## config.mk

```make
export PLATFORM = sky130hd
export DESIGN_NAME = qgsu_ram
export DESIGN_NICKNAME = d
export VERILOG_FILES = /design/src/sv/qubit_gate_state_update_top_assert.svh /design/src/sv/qgsu_ram.sv
export SDC_FILE = /design/constraint.sdc
export NUM_CORES = 2
export LEC_CHECK = 0
export BUFFER_PORTS_ARGS = -buffer_cell sky130_fd_sc_hd__clkbuf_2
export CORE_ASPECT_RATIO = 1.1
export CORE_MARGIN = 3
export CORE_UTILIZATION = 60
export CTS_BUF_LIST = sky130_fd_sc_hd__clkbuf_8 sky130_fd_sc_hd__clkbuf_16
export DETAILED_ROUTE_END_ITERATION = 12
export PLACE_DENSITY_LB_ADDON = 0.3
export SYNTH_ARGS = -nofsm -noshare
export SYNTH_HDL_FRONTEND = slang
export SYNTH_SLANG_ARGS = --single-unit
```

## constraint.sdc

```tcl
create_clock -name clk -period 4.6 [get_ports clk]
set_clock_uncertainty 0.15 [all_clocks]
set_input_delay 0.23 -clock clk [delete_from_list [all_inputs] [get_ports clk]]
set_output_delay 0.23 -clock clk [all_outputs]
set_load 0.02 [all_outputs]
```

## src/sv/qubit_gate_state_update_top_assert.svh

```systemverilog
// Assertion macros for the qubit gate state update block.
`ifndef QUBIT_GATE_STATE_UPDATE_TOP_ASSERT_SVH
`define QUBIT_GATE_STATE_UPDATE_TOP_ASSERT_SVH

`ifndef SYNTHESIS
// Same-cycle implication, sampled on clk, off during reset.
`define QGSU_ASSERT_IMP(label, ante, cons, msg) \
  label: assert property (@(posedge clk) disable iff (rst) (ante) |-> (cons)) else $error(msg);
// Next-cycle implication, sampled on clk, off during reset.
`define QGSU_ASSERT_NXT(label, ante, cons, msg) \
  label: assert property (@(posedge clk) disable iff (rst) (ante) |=> (cons)) else $error(msg);
`else
`define QGSU_ASSERT_IMP(label, ante, cons, msg)
`define QGSU_ASSERT_NXT(label, ante, cons, msg)
`endif

`endif

```

## src/sv/qgsu_ram.sv

```systemverilog
// Generic RAM: one write port, two registered read ports.
`timescale 1ns / 1ps
`default_nettype none
module qgsu_ram #(
  parameter int AW = 6,
  parameter int DW = 32
) (
  input  logic          clk,
  input  logic          we,
  input  logic [AW-1:0] waddr,
  input  logic [DW-1:0] wdata,
  input  logic [AW-1:0] raddr_a,
  input  logic [AW-1:0] raddr_b,
  output logic [DW-1:0] rdata_a,
  output logic [DW-1:0] rdata_b
);
  localparam int DEPTH = 1 << AW;

  logic [DW-1:0] mem [DEPTH];

  always_ff @(posedge clk) begin
    if (we) begin
      mem[waddr] <= wdata;
    end
  end

  always_ff @(posedge clk) begin
    rdata_a <= mem[raddr_a];
    rdata_b <= mem[raddr_b];
  end
endmodule
`default_nettype wire

```

==> qor.yml <==
status: "complete, no violations"
setup_tns_ns: 0
place.gp.congestion: 0.867
die_w_um: 387
p_leak_nw: 33.9
final_nets: 4668
cp_data_arrival_time_ns: 3.78
drtPass1Iterations: 6
power.density_nw_per_um2: 390
worst_slew_pin_slew_ns: 1.42
post_drt_wl_per_cell_um: 41.4
cts.clk_slew.worst_paths_ns: 0.06
reg2reg_depth: 5
syn-num-nets: 4464
p_total_mw: 41.8
synth_top_cell_area_share: 0.643
grt_pass1_wl_um: 405000
p_sw_mw: 9.44
htree_levels: 4
initial_core_util: 0.604
rows: 153
cts_resized: 0
fillers: 9541
clockBufferDepth: 3
switching_share: 0.226
finalMaxSlewViolations: 0
cp-start-kind: "input port"
overflow: 0
fin_crit_sh: 0.686
clk_latency_ns: 0.86
synth-seq-area-share: 0.656
synthDistinctLibCells: 38
min_path_cells: 5
grt_usage: 0.354
ant_nets: 0
grt_start_max_net_pins: 98
drt-total-wl_um: 286000
drt_iter0_markers: 9087
maxCapViolations: 0
routed-via-count: 53587
peakVddDrop_uv: 400
layout_min_cycle_time_ns: 3.16
crit_fanout: 39
hold_viol_final: 0
syn_avg_cell_area_um2: 21.7
drive_gt1_frac: 0.385
cts_buffers: 202
yosysTopAreaCell: "edfxtp_1"
post-route-util: 0.676
ys_ff_latch: 2112
core_area_um2: 158000
max_freq_mhz: 317
worstSetupEndpointType: "flop"
viasPerCell: 7.76
setup_viol: 0
seq_area_um2: 62800
p_clk_frac: 0.401
cts_tree: "built"
grt_antenna_before_repair: 24
crit_type: "in2reg"
pin_count: 116
cts.sinks: 2112
cp.required_ns: 5.22
p_int_mw: 32.3
max_slew_margin: 0.0455
grt_pass1_vias: 53981
port-buffer-count: 115
netlist_area_um2: 95700
synthCells: 4412
cts_setup_buffers: 0
synth_area_leaders: "edfxtp_1, mux4_2, mux2i_1, dfxtp_1, a22oi_1"
ys.warnings.count: 0
pwr-share-seq: 0.515
reg2reg_slack_ns: 2.00
dp_hpwl_um: 168000
rsz0062_at_grt: "false"
p_comb_frac: 0.085
hp-class: "in2reg"
drc: 0
fp.dieH_um: 425
syn_to_final_growth_pct: 11.8
cts-root-buf: "clkbuf_16"
multi_input_area_um2: 31600
dieArea_um2: 164000
-- path summary, 6_finish.rpt --
kind | from | endpoint
setup / recovery | raddr_a[3] | rdata_a[24]
hold / removal | raddr_a[1] | rdata_a[29]
setup reg to reg | mem[30][6] | rdata_a[6]
hold reg to reg | mem[38][13] | rdata_a[13]
-- placed cells by master, fill, tap and decap left out, types with 13 or more instances in the layout --
master,count
dfxtp_1,64
o21ai_1,31
mux2_2,36
nor2b_1,15
nor2_1,31
clkinv_1,35
clkbuf_16,209
inv_1,61
a211oi_1,15
o22ai_1,56
mux4_2,1124
bufinv_16,21
clkinv_2,30
nand2_1,92
diode_2,23
edfxtp_1,2048
o211ai_1,27
nor2_4,63
clkbuf_8,13
a221oi_1,13
mux2i_1,204
o21ai_0,18
buf_4,154
a22oi_1,85
o221ai_1,16
a21oi_1,58
clkbuf_2,105
buf_12,59
dlygate4sd3_1,22
-- synthesized netlist by cell type (all sizes together) --
cell type	number
o211a	1
a211oi	15
nand3b	6
nor2b	19
nand3	9
o32a	9
a22oi	85
a221oi	13
o211ai	27
or3	2
mux2i	204
nand2	93
nand4	2
o22ai	56
or3b	2
mux4	1124
nand4b	1
mux2	36
buf	212
or2	3
o21ai	49
nand2b	8
a32oi	9
a21oi	58
a21boi	1
dfxtp	64
and2	6
o41ai	1
inv	1
o221ai	16
clkbuf	135
nor2	94
edfxtp	2048
nor3	3
-- power by group through the flow --
| stage | Clock [mW] | Sequential (mW) | Combinational [mW] |
|---|---|---|---|
| after floorplan | 0 | 21.9 | 2.04 |
| after CTS | 16.8 | 21.5 | 3.47 |
| final | 16.7 | 21.5 | 3.53 |
| after detailed placement | 0 | 21.9 | 3.44 |
| after global routing | 17.6 | 21.5 | 3.67 |
| after global placement | 0 | 21.9 | 3.40 |
-- critical path, cell delays in order --
cell and delay (ns):
dlygate4sd3_1 0.54, buf_6 0.52, nand3b_1 0.57, o22ai_1 0.22, a211oi_1 1.13, o22ai_1 0.29, a21oi_1 0.21
-- logic make-up (layout without fill, tap and decap cells) --
| logic type | count (synthesis) | after routing | share of synthesized area |
|---|---|---|---|
| AO/OA/AOI/OAI | 340 | 340 | 0.0239 |
| buffers and inverters | 348 | 727 | 0.0183 |
| flip-flops | 2112 | 2112 | 0.656 |
| multiplexers | 1364 | 1364 | 0.290 |
| other | 0 | 23 | 0 |
| AND/OR/NAND/NOR | 248 | 248 | 0.0113 |
-- per-layer routing --
metal  up-vias  GRT usage  part of all wire
met3       804      0.138              0.16
met5         -          0           0.00035
li1      19939          -                 -
met2      4523      0.521              0.46
met4        16      0.156             0.049
met1     28305      0.476              0.33
-- flip-flops by register name, indices dropped and copies added (netlist names) --
register	flops
rdata_a	32
mem	2048
rdata_b	32
-- area by class of cell --
type | count | area share
clock buffers | 222 | 0.0506
repair buffers | 347 | 0.0298
inverters | 1 | 0.0000351
well taps | 2092 | 0.0245
flip-flops and latches | 2112 | 0.587
clock inverters | 157 | 0.0117
diodes | 23 | 0.000538
multi-input cells | 1952 | 0.296
-- repair_timing --
action                                  in CTS  in global routing
hold buffers                                22                  0
endpoints found under the setup margin       0                  0
hold endpoints to repair                   798                  0
-- per-stage QoR --
| stage | hold slack (ns) | setup slack (ns) | cell area [um2] | cells |
|---|---|---|---|---|
| finish | 0.0588 | 1.44 | 107000 | 6906 |
| detailed placement | 0.496 | 1.12 | 100000 | 6482 |
| CTS | 0.0264 | 1.76 | 107000 | 6883 |
| global placement | 0.495 | 1.09 | 100000 | 6482 |
| floorplan | 0.179 | 1.03 | 95700 | 4412 |
| global route | 0.101 | 1.54 | 107000 | 6888 |
(Power assumes the default switching activity.)
