File: src/sv/qubit_gate_state_update_top_assert.svh
// Assertion macros for the qubit gate state update block.
`ifndef QUBIT_GATE_STATE_UPDATE_TOP_ASSERT_SVH
`define QUBIT_GATE_STATE_UPDATE_TOP_ASSERT_SVH

`ifndef SYNTHESIS
// Same-cycle implication, sampled on clk, off during reset.
`define QGSU_ASSERT_IMP(label, ante, cons, msg) \
  label: assert property (@(posedge clk) disable iff (rst) (ante) |-> (cons)) else $error(msg);
// Next-cycle implication, sampled on clk, off during reset.
`define QGSU_ASSERT_NXT(label, ante, cons, msg) \
  label: assert property (@(posedge clk) disable iff (rst) (ante) |=> (cons)) else $error(msg);
`else
`define QGSU_ASSERT_IMP(label, ante, cons, msg)
`define QGSU_ASSERT_NXT(label, ante, cons, msg)
`endif

`endif

File: src/sv/qgsu_pkg.sv
// Shared constants and types of the qubit gate state update block.
`timescale 1ns / 1ps
`default_nettype none
package qgsu_pkg;

  localparam int QUBITS   = 6;
  localparam int NSTATES  = 1 << QUBITS;
  localparam int IDX_W    = QUBITS;
  localparam int AMP_BITS = 16;

  // 1/sqrt(2) in unsigned Q1.16
  localparam int K_FRAC = 16;
  localparam logic [K_FRAC:0] INV_SQRT2 = 17'd46341;

  localparam logic [1:0] MODE_WRITE = 2'd0;
  localparam logic [1:0] MODE_APPLY = 2'd1;
  localparam logic [1:0] MODE_READ  = 2'd2;

  localparam logic [1:0] GATE_X = 2'd0;
  localparam logic [1:0] GATE_Z = 2'd1;
  localparam logic [1:0] GATE_H = 2'd2;

  typedef struct packed {
    logic signed [AMP_BITS-1:0] re;
    logic signed [AMP_BITS-1:0] im;
  } amp_t;

  // One entry of the gate sweep, handed from the sequencer to the datapath.
  typedef struct packed {
    logic             vld;
    logic [1:0]       kind;
    logic             ctl;
    logic             tgt;
    logic             self;
    logic [IDX_W-1:0] idx;
  } gop_t;

  // Write-back of one updated entry from the datapath.
  typedef struct packed {
    logic             we;
    logic [IDX_W-1:0] addr;
    amp_t             data;
  } gwr_t;

endpackage
`default_nettype wire

File: src/sv/qgsu_alu.sv
// Gate datapath: operand select, 1/sqrt(2) multiply, round and saturate.
`timescale 1ns / 1ps
`default_nettype none
module qgsu_alu import qgsu_pkg::*; (
  input  logic clk,
  input  logic rst,
  input  gop_t op,
  input  amp_t a,
  input  amp_t b,
  output logic busy,
  output gwr_t wr
);
  localparam int OPND_W = AMP_BITS + 1;
  localparam int K_W    = K_FRAC + 2;
  localparam int PROD_W = OPND_W + K_W;
  localparam int SH_W   = PROD_W - K_FRAC;
  localparam logic signed [PROD_W-1:0] ROUND = PROD_W'(1) <<< (K_FRAC - 1);
  localparam logic signed [AMP_BITS-1:0] AMP_MIN = {1'b1, {(AMP_BITS-1){1'b0}}};
  localparam logic signed [AMP_BITS-1:0] AMP_MAX = {1'b0, {(AMP_BITS-1){1'b1}}};
  localparam logic signed [K_W-1:0] K_S = {1'b0, INV_SQRT2};

  function automatic logic signed [AMP_BITS-1:0] neg_sat(input logic signed [AMP_BITS-1:0] v);
    logic signed [AMP_BITS-1:0] r;
    if (v == AMP_MIN) begin
      r = AMP_MAX;
    end else begin
      r = -v;
    end
    return r;
  endfunction

  function automatic logic signed [OPND_W-1:0] h_opnd(input logic self, input logic tgt,
      input logic signed [AMP_BITS-1:0] av, input logic signed [AMP_BITS-1:0] bv);
    logic signed [OPND_W-1:0] a1;
    logic signed [OPND_W-1:0] b1;
    logic signed [OPND_W-1:0] r;
    a1 = {av[AMP_BITS-1], av};
    b1 = {bv[AMP_BITS-1], bv};
    if (self) begin
      r = -a1;
    end else if (tgt) begin
      r = b1 - a1;
    end else begin
      r = b1 + a1;
    end
    return r;
  endfunction

  function automatic logic signed [AMP_BITS-1:0] round_sat(input logic signed [PROD_W-1:0] p);
    logic signed [PROD_W-1:0] r;
    logic [SH_W-1:0]          sh;
    logic [SH_W-AMP_BITS:0]   top;
    logic signed [AMP_BITS-1:0] res;
    r   = p + ROUND;
    sh  = r[PROD_W-1:K_FRAC];
    top = sh[SH_W-1:AMP_BITS-1];
    if ((&top) || !(|top)) begin
      res = sh[AMP_BITS-1:0];
    end else if (sh[SH_W-1]) begin
      res = AMP_MIN;
    end else begin
      res = AMP_MAX;
    end
    return res;
  endfunction

  // Stage B: pick pass-through value or scaled operand
  logic                     b_vld;
  logic [IDX_W-1:0]         b_idx;
  logic                     b_scale;
  amp_t                     b_pass;
  logic signed [OPND_W-1:0] b_op_re;
  logic signed [OPND_W-1:0] b_op_im;

  // Stage C: product
  logic                     c_vld;
  logic [IDX_W-1:0]         c_idx;
  logic                     c_scale;
  amp_t                     c_pass;
  logic signed [PROD_W-1:0] c_pr_re;
  logic signed [PROD_W-1:0] c_pr_im;

  logic scale_sel;
  amp_t pass_sel;

  always_comb begin
    scale_sel = 1'b0;
    pass_sel  = a;
    unique case (op.kind)
      GATE_X: begin
        if (op.ctl) pass_sel = b;
      end
      GATE_Z: begin
        if (op.ctl && op.tgt) begin
          pass_sel.re = neg_sat(a.re);
          pass_sel.im = neg_sat(a.im);
        end
      end
      GATE_H: begin
        scale_sel = op.ctl;
      end
      default: begin
        pass_sel = a;
      end
    endcase
  end

  always_ff @(posedge clk) begin
    if (rst) begin
      b_vld <= 1'b0;
      c_vld <= 1'b0;
    end else begin
      b_vld <= op.vld;
      c_vld <= b_vld;
    end
  end

  always_ff @(posedge clk) begin
    b_idx   <= op.idx;
    b_scale <= scale_sel;
    b_pass  <= pass_sel;
    b_op_re <= h_opnd(op.self, op.tgt, a.re, b.re);
    b_op_im <= h_opnd(op.self, op.tgt, a.im, b.im);

    c_idx   <= b_idx;
    c_scale <= b_scale;
    c_pass  <= b_pass;
    c_pr_re <= PROD_W'(b_op_re) * PROD_W'(K_S);
    c_pr_im <= PROD_W'(b_op_im) * PROD_W'(K_S);
  end

  always_comb begin
    wr.we   = c_vld;
    wr.addr = c_idx;
    if (c_scale) begin
      wr.data.re = round_sat(c_pr_re);
      wr.data.im = round_sat(c_pr_im);
    end else begin
      wr.data = c_pass;
    end
  end

  assign busy = b_vld | c_vld;
endmodule
`default_nettype wire
File: config.mk
export PLATFORM = sky130hd
export DESIGN_NAME = qgsu_alu
export DESIGN_NICKNAME = d
export VERILOG_FILES = /design/src/sv/qubit_gate_state_update_top_assert.svh /design/src/sv/qgsu_pkg.sv /design/src/sv/qgsu_alu.sv
export SDC_FILE = /design/constraint.sdc
export NUM_CORES = 1
export LEC_CHECK = 0
export ABC_AREA = 1
export BUFFER_PORTS_ARGS = -buffer_cell sky130_fd_sc_hd__buf_2
export CAP_MARGIN = 20
export CORE_MARGIN = 2
export CORE_UTILIZATION = 26
export DETAILED_ROUTE_END_ITERATION = 8
export GPL_TIMING_DRIVEN = 0
export PLACE_DENSITY = 0.53
export SETUP_SLACK_MARGIN = 0.02
export SYNTH_ARGS = -nofsm -noshare
export SYNTH_HDL_FRONTEND = slang
export SYNTH_SLANG_ARGS = --single-unit
export TNS_END_PERCENT = 10
File: constraint.sdc
create_clock -name clk -period 5.5 [get_ports clk]
set_input_delay 0.55 -clock clk [delete_from_list [all_inputs] [get_ports clk]]
set_output_delay 0.55 -clock clk [all_outputs]
set_load 0.02 [all_outputs]
==> results of run 1 <==
[routing by layer]
layer	track usage, %	share of wire (%)
met2	23.85	43
met3	2.566	5.8
met4	3.833	1.5
met5	0	0.019
met1	22.12	50
[metrics by stage]
| step | cell area (um^2) | hold slack (ns) |
|---|---|---|
| after floorplan | 19000 | 0.3096 |
| after global placement | 20770 | 0.3098 |
| after detailed placement | 20830 | 0.3121 |
| after CTS | 21440 | 0.1395 |
| after global routing | 21460 | 0.1521 |
| final | 21460 | 0.1834 |
[cell type report]
class | instances | area [um^2] | share of cell area (%)
clock buffer | 17 | 425.4 | 1.982
timing repair buffer | 117 | 630.6 | 2.938
buffer | 37 | 209.0 | 0.9736
sequential | 152 | 3064 | 14.28
tap | 959 | 1200 | 5.591
inverter | 510 | 1914 | 8.920
clock inverter | 15 | 183.9 | 0.8570
multi-input combinational | 1792 | 13830 | 64.46
[registers in the layout (all words and copies together) (netlist names)]
name / count
c_pr_im: 19
c_scale: 1
c_pass: 32
c_idx: 6
b_op_im: 17
b_idx: 6
b_scale: 1
b_vld: 1
b_op_re: 17
c_pr_re: 19
b_pass: 32
c_vld: 1
[cells by family after synthesis]
group	after synthesis	synth area share (%)
buffers and inverters	547	11.18
AOI/OAI and AO/OA	384	11.87
DFF	152	16.02
and+or+nand+nor	841	18.70
adders and majority gates	473	37.91
muxes	1	0.05269
xor gates and xnor gates	93	4.287
[critical path: cells and delay by family, from the launching register on]
kind | cells | cell delay, ns
adders and majority gates | 7 | 3.09
and+or+nand+nor | 2 | 0.16
AOI/OAI and AO/OA | 4 | 0.79
buffers and inverters | 4 | 0.19
DFF | 1 | 0.63
xor gates and xnor gates | 1 | 0.15
[synthesized netlist by cell type (3+ instances only)]
master,n,share of area (%)
sky130_fd_sc_hd__inv_1,505,10
sky130_fd_sc_hd__nand2_1,473,9.3
sky130_fd_sc_hd__ha_1,302,20
sky130_fd_sc_hd__fa_1,171,18
sky130_fd_sc_hd__nor2_1,170,3.4
sky130_fd_sc_hd__dfxtp_1,152,16
sky130_fd_sc_hd__o21ai_0,145,3.8
sky130_fd_sc_hd__a21oi_1,113,3.0
sky130_fd_sc_hd__nand3_1,107,2.8
sky130_fd_sc_hd__xor2_1,63,2.9
sky130_fd_sc_hd__nor3_1,34,0.90
sky130_fd_sc_hd__xnor2_1,30,1.4
sky130_fd_sc_hd__a22oi_1,26,1.0
sky130_fd_sc_hd__clkbuf_1,23,0.45
sky130_fd_sc_hd__a21o_1,19,0.75
sky130_fd_sc_hd__o21bai_1,18,0.71
sky130_fd_sc_hd__nand4_1,14,0.46
sky130_fd_sc_hd__o211ai_1,12,0.47
sky130_fd_sc_hd__a21boi_0,10,0.40
sky130_fd_sc_hd__a21oi_2,10,0.46
sky130_fd_sc_hd__nand2_2,8,0.26
sky130_fd_sc_hd__o22ai_1,8,0.26
sky130_fd_sc_hd__a31oi_1,6,0.20
sky130_fd_sc_hd__nor2_2,6,0.20
sky130_fd_sc_hd__nand3_2,5,0.26
sky130_fd_sc_hd__nand3b_1,5,0.20
sky130_fd_sc_hd__buf_2,4,0.11
sky130_fd_sc_hd__nand2_4,4,0.24
sky130_fd_sc_hd__nor2_4,4,0.24
sky130_fd_sc_hd__nor4_1,4,0.13
sky130_fd_sc_hd__o221ai_1,4,0.18
sky130_fd_sc_hd__and2_1,3,0.099
sky130_fd_sc_hd__clkinv_1,3,0.059
sky130_fd_sc_hd__o21a_1,3,0.12
sky130_fd_sc_hd__o21ai_1,3,0.079
sky130_fd_sc_hd__or2_2,3,0.099
[worst paths after layout]
kind	startpoint	end	slack, ns
max	b_op_im[13]	c_pr_im[31]	0.33
min	op[3]	b_idx[3]	0.18
max reg2reg	b_op_im[13]	c_pr_im[31]	0.33
min reg2reg	b_pass[2]	c_pass[2]	0.33
==> run metrics, run 1 <==
run status=finished clean; relative slew slack=40.03%; via count of the first global-routing pass=16130; number of cells in the finished layout apart from fillers=3599; antenna violations before repair=3; Max stage delay on crit path=0.63 ns; pre-CTS setup slack=0.1163 ns; violation count after the first detailed-routing iteration=960; endpoint type of the worst setup path=flip-flop; number of instances resized during post-cts repair=0; path category of the worst min-delay check=in2reg; Die Y-Extent=274.3 um; post-synthesis instance area=0.01900 mm^2; largest fanout of any net on the critical path=7; clock slew at the register clock pins of the worst setup and hold paths=0.07 ns; chip width=274.3 um; total number of yosys warnings=0; number of instances in the synthesized netlist=2491; Yosys cell types=52; mean routed wirelength per cell=15.70 um; Placement Rows=99; clock network latency to the later pin of the worst-skew pair=0.47 ns; gpl congestion=0.9467; FF-to-FF path depth=18; share of synthesized area occupied by flip-flops and latches=16.02%; Tcrit/Tclk final=93.92%; Post-Syn Nets=3042; effective utilization at floorplan=26.13%; core occupancy in the finished layout=29.51%; largest net degree at the start of global routing=24; cell-by-cell listing of the critical path=ha_1, inv_1, fa_1, inv_1, fa_1, fa_1, fa_1, inv_1, fa_1, inv_1, ha_1, a21oi_1, o21ai_0, a21oi_1, nor2_1, nor2_1, o21ai_0, xor2_1; global-route wire length before repair=89290 um; TritonCTS Sinks=152; path type of the worst setup path=reg2reg; commonest non-fill, non-tap cell in the layout=sky130_fd_sc_hd__inv_1; layout cell share with drive strength beyond 1=8.485%; Detailed Routing Iterations Pass 1=5; Die ar.=0.07525 mm^2; total global routing overflow=0; number of fill cells in the layout=7947; arrival time of the worst setup path=5.50 ns; count of input and output buffers=115; EDFF count, synth=0; TritonCTS clock tree=built; final-report max-slew violation count=0; Fin. Hold Viols=0; CTS hold repair buffers=0; # Max-Cap Violations=0; final worst-path setup slack=0.3343 ns; minimum clock period=5.166 ns; Post-Place Cells=3567; most frequent cell on the critical path=sky130_fd_sc_hd__fa_1; CTS HTree Levels=4; startpoint type of the worst setup path=flip-flop; ys async rst share=0%; vias per inst=4.471; Routed Antenna Nets=0; post-synthesis average cell area=7.627 um^2; placeable core region=0.07271 mm^2; RSZ-0062 raised after global routing=true; number of buffers created by CTS=17; worst endpoint required time=5.84 ns; number of buffers added for setup after CTS=0; count of endpoints failing setup in the final report=0; Synth Flop Type=sky130_fd_sc_hd__dfxtp_1; maximum clock rate=193.6 MHz; Final TNS setup=0 ns; Top-Level Pins=118; Tightest Pin Transition=0.8995 ns; clock tree skew after final layout=0.01661 ns; drt drc=0; commonest non-fill, non-tap cells in the layout=sky130_fd_sc_hd__inv_1 (505), sky130_fd_sc_hd__nand2_1 (473), sky130_fd_sc_hd__ha_1 (302); number of nets in the finished design=3178; Longest Clk Path Bufs=2; antenna cells=0; final wirelength=56490 um; highest-delay cell along the critical path=sky130_fd_sc_hd__dfxtp_1; depth of the worst hold-timing path=1; CTS root buf=sky130_fd_sc_hd__clkbuf_16; Synth-to-Final Area Change=12.95%; count of state elements after synthesis=152; GRT Resource Usage Total=15.41%; vias=16090; placed wire-length estimate after detailed placement=49170 um
Power of run 1 is left out: the tool's default activity adds up to more than one toggle a clock period on the data nets, which glitch-free logic cannot reach.
==> inputs of run 2 (changes only) <==
--- a/config.mk
+++ b/config.mk
@@ -12,7 +12,7 @@
 export CORE_UTILIZATION = 26
 export DETAILED_ROUTE_END_ITERATION = 8
 export GPL_TIMING_DRIVEN = 0
-export PLACE_DENSITY = 0.53
+export PLACE_DENSITY = 0.48
 export SETUP_SLACK_MARGIN = 0.02
 export SYNTH_ARGS = -nofsm -noshare
 export SYNTH_HDL_FRONTEND = slang
==> run 2 against run 1 <==
  * Fmax down 2.2%
  * Critical path depth down 1
  * Non-clock buffer count unchanged
  * Cell area about the same
  * Hold slack worse by 0.012 ns
  * Clock skew down 0.0030 ns
  * Via count down 0.17%
  * Global-route usage up 0.70 points
  * Critical path type unchanged
==> run metrics, run 2 (same netlist as run 1, synthesis figures left out) <==
placed wire-length estimate after detailed placement=51410 um (+4.6%); layout cell share with drive strength beyond 1=8.674% (+0.19 points); global-route wire length before repair=91910 um (+2.9%); number of buffers created by CTS=17 (unchanged); commonest non-fill, non-tap cell in the layout=sky130_fd_sc_hd__inv_1; Tcrit/Tclk final=95.99% (+2.1 points); Die ar.=0.07525 mm^2 (unchanged); run status=finished clean; drt drc=0 (unchanged); vias per inst=4.461 (-0.23%); Detailed Routing Iterations Pass 1=6 (+1); relative slew slack=48.38% (+8.4 points); final wirelength=59030 um (+4.5%); minimum clock period=5.280 ns (+0.1138 ns); path type of the worst setup path=reg2reg; antenna violations before repair=1 (-2); clock network latency to the later pin of the worst-skew pair=0.48 ns (about the same); Multi-input gate area=0.01384 mm^2 (about the same); GR peak layer=met2; cell-by-cell listing of the critical path=ha_1, inv_1, fa_1, fa_1, inv_1, fa_1, fa_1, inv_1, fa_1, inv_1, ha_1, nand2_1, nor2_1, nand2_1, o21ai_0, a21oi_1, xnor2_1; most frequent cell on the critical path=sky130_fd_sc_hd__fa_1; Routed Antenna Nets=0 (unchanged); Placement Rows=99 (unchanged); instance area after placement=0.02083 mm^2 (unchanged); routing usage on met2=25.62% (+1.8 points); Tightest Pin Transition=0.7742 ns (-0.1253 ns); Post-Place Cells=3567 (unchanged); arrival time of the worst setup path=5.63 ns (+0.13 ns); clock tree skew after final layout=0.01359 ns (-0.003012 ns); RSZ-0062 raised after global routing=false; number of nets in the finished design=3178 (unchanged); maximum clock rate=189.4 MHz (-2.2%); Max stage delay on crit path=0.55 ns (-0.08 ns); total global routing overflow=0 (unchanged); # Max-Cap Violations=0 (unchanged); chip width=274.3 um (unchanged); crit-path leading delay family=adder cells; CTS root buf=sky130_fd_sc_hd__clkbuf_16; number of buffers added for setup after CTS=0 (unchanged); highest-delay cell along the critical path=sky130_fd_sc_hd__dfxtp_1; WP buf/inv=4 (unchanged); GRT Resource Usage Total=16.11% (+0.70 points); placeable core region=0.07271 mm^2 (unchanged); violation count after the first detailed-routing iteration=916 (-4.6%); via count of the first global-routing pass=16190 (+0.38%); mean routed wirelength per cell=16.39 um (+4.4%); vias=16060 (-0.17%); gpl congestion=0.8785 (-7.2%); final worst-path setup slack=0.2204 ns (-0.1138 ns); area used by sequential logic in the layout=0.003077 mm^2 (+0.41%); Top-Level Pins=118 (unchanged); Synth-to-Final Area Change=13.02% (about the same); pre-CTS setup slack=0.03946 ns (-0.07688 ns); count of endpoints failing setup in the final report=0 (unchanged); Die Y-Extent=274.3 um (unchanged); number of fill cells in the layout=7924 (-0.29%); Final TNS setup=0 ns (unchanged); TritonCTS Sinks=152 (unchanged); endpoint type of the worst setup path=flip-flop; met3 Resource Use GR=2.014% (-0.55 points); number of cells in the finished layout apart from fillers=3601 (+0.056%); final-report max-slew violation count=0 (unchanged); worst endpoint required time=5.86 ns (+0.02 ns); largest registers in the final layout=b_pass: 32 flops, c_pass: 32 flops; TritonCTS clock tree=built; startpoint type of the worst setup path=flip-flop; effective utilization at floorplan=26.13% (unchanged); post-route cell area=0.02147 mm^2 (about the same); largest net degree at the start of global routing=24 (unchanged); Fin. Hold Viols=0 (unchanged); commonest non-fill, non-tap cells in the layout=sky130_fd_sc_hd__inv_1 (505), sky130_fd_sc_hd__nand2_1 (473), sky130_fd_sc_hd__ha_1 (302); path category of the worst min-delay check=in2reg; largest fanout of any net on the critical path=6 (-1); count of input and output buffers=115 (unchanged); Longest Clk Path Bufs=2 (unchanged); clock slew at the register clock pins of the worst setup and hold paths=0.07 ns (about the same); fraction of met1 tracks used by global routing=22.78% (+0.67 points); CTS HTree Levels=4 (unchanged)
[run 2: changes by cell type in the layout (fill, tap and decap cells not counted), sizes merged]
cell,change
clkinv,-3
diode,+2
inv,+3
[run 2: metal layers]
layer	up-vias	part of all wire, %
met3	55	3.8
met2	338	44
met1	7481	50
met5	-	0
met4	0	2.0
li1	8190	-
[run 2: final timing paths]
| kind | startpoint | endpoint | slack [ns] | depth (start not counted) |
|---|---|---|---|---|
| worst min register to register | b_idx[3] | c_idx[3] | 0.32 | 0 |
| worst max register to register | b_op_im[6] | c_pr_im[25] | 0.22 | 17 |
| worst min-delay path | op[1] | b_idx[1] | 0.17 | 1 |
| worst max-delay path | b_op_im[6] | c_pr_im[25] | 0.22 | 17 |
[run 2: area by class of cell]
cell class | instances | share of cell area (%)
clock inverter | 15 | 0.8041
inverter | 510 | 8.915
antenna | 2 | 0.02331
clock buffer | 17 | 1.981
timing repair buffer | 117 | 2.937
tap | 959 | 5.588
sequential | 152 | 14.33
buffer | 37 | 0.9731
multi-input combinational | 1792 | 64.45
[run 2: what timing repair did]
item / CTS / global route
hold buffers: 0 / 0
resized for setup: 0 / 25
setup endpoints to repair: 0 / 19
[run 2: stage by stage]
step / utilization [%] / hold WS (ns)
after floorplan: - / 0.3096
after global placement: 28.57 / 0.3098
after global routing: 29.53 / 0.1381
after detailed placement: 28.65 / 0.3121
final: 29.53 / 0.1719
after CTS: 29.47 / 0.1234
Power of run 2 is left out for the same reason.
==> inputs of run 3 (changes only) <==
--- a/config.mk
+++ b/config.mk
@@ -5,7 +5,6 @@
 export SDC_FILE = /design/constraint.sdc
 export NUM_CORES = 1
 export LEC_CHECK = 0
-export ABC_AREA = 1
 export BUFFER_PORTS_ARGS = -buffer_cell sky130_fd_sc_hd__buf_2
 export CAP_MARGIN = 20
 export CORE_MARGIN = 2
==> run 3 against run 2 <==
  * Synthesized area is 6.7% lower
  * Setup slack worse by 0.016 ns
  * Flip-flop and latch count stayed put
  * Synthesized cell count is 19% lower
  * Die area is 6.6% lower
  * Wire length is 13% lower
  * Global-route usage is 1.4 points lower
  * First-iteration DRC count is 17% lower
  * Critical path depth is 1 lower
  * Core utilization is 0.77 points higher
  * Largest cell class unchanged
==> run metrics, run 3 <==
run status=finished clean; count of endpoints failing setup in the final report=0 (unchanged); placeable core region=0.06740 mm^2 (-7.3%); relative slew slack=41.20% (-7.2 points); final-report max-slew violation count=0 (unchanged); FF-to-FF path depth=16 (-1); Synth Flop Type=sky130_fd_sc_hd__dfxtp_1; via count of the first global-routing pass=14420 (-11%); clock network latency to the later pin of the worst-skew pair=0.46 ns (-0.02 ns); # Max-Cap Violations=0 (unchanged); Die ar.=0.07032 mm^2 (-6.6%); effective utilization at floorplan=26.32% (+0.19 points); Top-Level Pins=118 (unchanged); Detailed Routing Iterations Pass 1=5 (-1); R2R Setup Slk=0.20 ns (-0.02 ns); most frequent cells after synthesis=sky130_fd_sc_hd__inv_1 (387), sky130_fd_sc_hd__ha_1 (302), sky130_fd_sc_hd__fa_1 (171); worst endpoint required time=5.85 ns (about the same); mean routed wirelength per cell=16.77 um (+2.3%); Die Y-Extent=265.2 um (-3.3%); antenna violations before repair=4 (+3); ys async rst share=0% (unchanged); GRT Resource Usage Total=14.66% (-1.4 points); RSZ-0062 raised after global routing=false; vias=14290 (-11%); Placement Rows=95 (-4.0%); number of cells in the finished layout apart from fillers=3061 (-15%); R2R Path Start=b_op_re[6]; Tightest Pin Transition=0.8728 ns (+0.09858 ns); number of buffers created by CTS=17 (unchanged); drt drc=0 (unchanged); Longest Clk Path Bufs=2 (unchanged); largest registers in the final layout=b_pass: 32 flops, c_pass: 32 flops; CTS HTree Levels=4 (unchanged); pre-CTS setup slack=-0.5931 ns (-0.6326 ns); post-synth top area share=21.31% (+1.4 points); minimum clock period=5.296 ns (+0.01649 ns); gpl congestion=0.8739 (-0.52%); largest fanout of any net on the critical path=6 (unchanged); TritonCTS Sinks=152 (unchanged); layout cell share with drive strength beyond 1=10.97% (+2.3 points); antenna cells=0 (-2); post-synth top area cell=sky130_fd_sc_hd__ha_1; commonest non-fill, non-tap cell in the layout=sky130_fd_sc_hd__inv_1; global-route wire length before repair=79590 um (-13%); clock slew at the register clock pins of the worst setup and hold paths=0.07 ns (about the same); most frequently used cell type in the post-synthesis netlist=sky130_fd_sc_hd__inv_1; arrival time of the worst setup path=5.64 ns (about the same); Tcrit/Tclk final=96.29% (+0.30 points); path type of the worst setup path=reg2reg; Synth-to-Final Area Change=15.15%; vias per inst=4.667 (+4.6%); final wirelength=51320 um (-13%); Routed Antenna Nets=0 (unchanged); count of input and output buffers=96 (-17%); endpoint type of the worst setup path=flip-flop; share of synthesized area occupied by flip-flops and latches=17.16% (+1.1 points); core occupancy in the finished layout=30.30% (+0.77 points); commonest non-fill, non-tap cells in the layout=sky130_fd_sc_hd__inv_1 (387), sky130_fd_sc_hd__ha_1 (293), sky130_fd_sc_hd__fa_1 (169); critical register-to-register path endpoint=c_pr_re[33]; Post-Syn Nets=2581 (-15%); launch point of the critical path=b_op_re[6]; origin of the worst min-delay path=op[3]; leading cell types by total area after synthesis=sky130_fd_sc_hd__ha_1 (21%), sky130_fd_sc_hd__fa_1 (19%), sky130_fd_sc_hd__dfxtp_1 (17%); Fin. Hold Viols=0 (unchanged); path category of the worst min-delay check=in2reg; Yosys cell types=71 (+37%); startpoint type of the worst setup path=flip-flop; count of state elements after synthesis=152 (unchanged); total global routing overflow=0 (unchanged); total number of yosys warnings=0 (unchanged); post-synthesis instance area=0.01774 mm^2 (-6.7%); largest net degree at the start of global routing=25 (+4.2%); final worst-path setup slack=0.2039 ns (-0.01649 ns); clock tree skew after final layout=0.01551 ns (+0.001912 ns); TritonCTS clock tree=built; EDFF count, synth=0 (unchanged); CTS root buf=sky130_fd_sc_hd__clkbuf_16; placed wire-length estimate after detailed placement=42940 um (-16%); maximum clock rate=188.8 MHz (-0.31%); number of instances in the synthesized netlist=2030 (-19%); chip width=265.2 um (-3.3%); crit path capture=c_pr_re[33]; number of nets in the finished design=2727 (-14%); Post-Place Cells=3001 (-16%); violation count after the first detailed-routing iteration=761 (-17%); post-synthesis average cell area=8.737 um^2 (+15%)
-- run 3: cell count changes after synthesis, moves of 22 or more --
| cell | before | now |
|---|---|---|
| sky130_fd_sc_hd__a211oi_1 | 1 | 26 |
| sky130_fd_sc_hd__clkbuf_1 | 23 | 51 |
| sky130_fd_sc_hd__inv_1 | 505 | 387 |
| sky130_fd_sc_hd__nand2_1 | 473 | 100 |
| sky130_fd_sc_hd__nand2b_1 | 0 | 32 |
| sky130_fd_sc_hd__nor2_1 | 170 | 123 |
| sky130_fd_sc_hd__o21ai_0 | 145 | 77 |
| sky130_fd_sc_hd__xnor2_1 | 30 | 93 |
| sky130_fd_sc_hd__xor2_1 | 63 | 41 |
-- run 3: through the flow --
step | instance area, um^2 | hold slack [ns] | TNS (ns)
global placement | 19310 | 0.3097 | -8.770
detailed placement | 19350 | 0.3121 | -4.172
finish | 20420 | 0.2048 | 0
global route | 20420 | 0.1810 | 0
CTS | 20040 | 0.1651 | 0
floorplan | 17740 | 0.3096 | -0.09308
-- run 3: worst min-delay path by stage --
stage,endpoint,slack [ns],cells after the start
finish,b_idx[3],0.20,1
CTS,b_idx[3],0.17,1
global placement,c_idx[3],0.31,0
detailed placement,c_idx[3],0.31,0
global route,b_idx[3],0.18,1
floorplan,c_idx[0],0.31,0
-- run 3: per-layer routing --
metal  vias to the layer above  routed length [um]  global-route usage [%]  part of all wire [%]
met2                       349               22200                   23.06                    43
met3                        74                2526                   2.342                   4.9
met1                      6848               25120                   20.26                    49
met5                         -                  25                       0                 0.049
met4                         4                1450                   5.283                   2.8
li1                       7012                   -                       -                     -
-- run 3: repair_timing --
action	CTS	global route
pin swaps	3	21
setup buffers	3	26
setup endpoints to repair	17	15
hold buffers	0	0
cloned	0	0
resized for setup	37	47
-- run 3: cell families (layout without fill, tap and decap cells) --
logic type,count (synthesis),after routing,share of synthesized area [%]
xor gates and xnor gates,135,135,6.709
DFF,152,152,17.16
and+or+nand+nor,471,471,12.88
muxes,11,11,0.7125
adders and majority gates,473,473,40.61
buffers and inverters,446,604,9.538
AOI/OAI and AO/OA,342,342,12.40
-- run 3: layout make-up --
cell class                      instances  area (um^2)
Buffer                                 58        235.2
Clock buffer                           18        439.2
Clock inverter                         13        135.1
Fill cell                            7075        46970
Inverter                              387         1453
Multi-Input combinational cell       1432        13160
Sequential cell                       152         3134
Tap cell                              873         1092
Timing Repair Buffer                  128        773.2
-- run 3: worst max-delay path: stages (launching register included) --
cell	delay, ns
sky130_fd_sc_hd__dfxtp_4	0.38
sky130_fd_sc_hd__ha_1	0.31
sky130_fd_sc_hd__inv_1	0.06
sky130_fd_sc_hd__fa_1	0.49
sky130_fd_sc_hd__inv_1	0.04
sky130_fd_sc_hd__ha_1	0.33
sky130_fd_sc_hd__fa_2	0.59
sky130_fd_sc_hd__fa_1	0.42
sky130_fd_sc_hd__fa_1	0.63
sky130_fd_sc_hd__ha_4	0.23
sky130_fd_sc_hd__and4_1	0.16
sky130_fd_sc_hd__a31o_4	0.25
sky130_fd_sc_hd__o31a_1	0.34
sky130_fd_sc_hd__o41ai_4	0.42
sky130_fd_sc_hd__buf_4	0.21
sky130_fd_sc_hd__nor3_1	0.06
sky130_fd_sc_hd__a311oi_1	0.25
Power of run 3 is left out for the same reason.
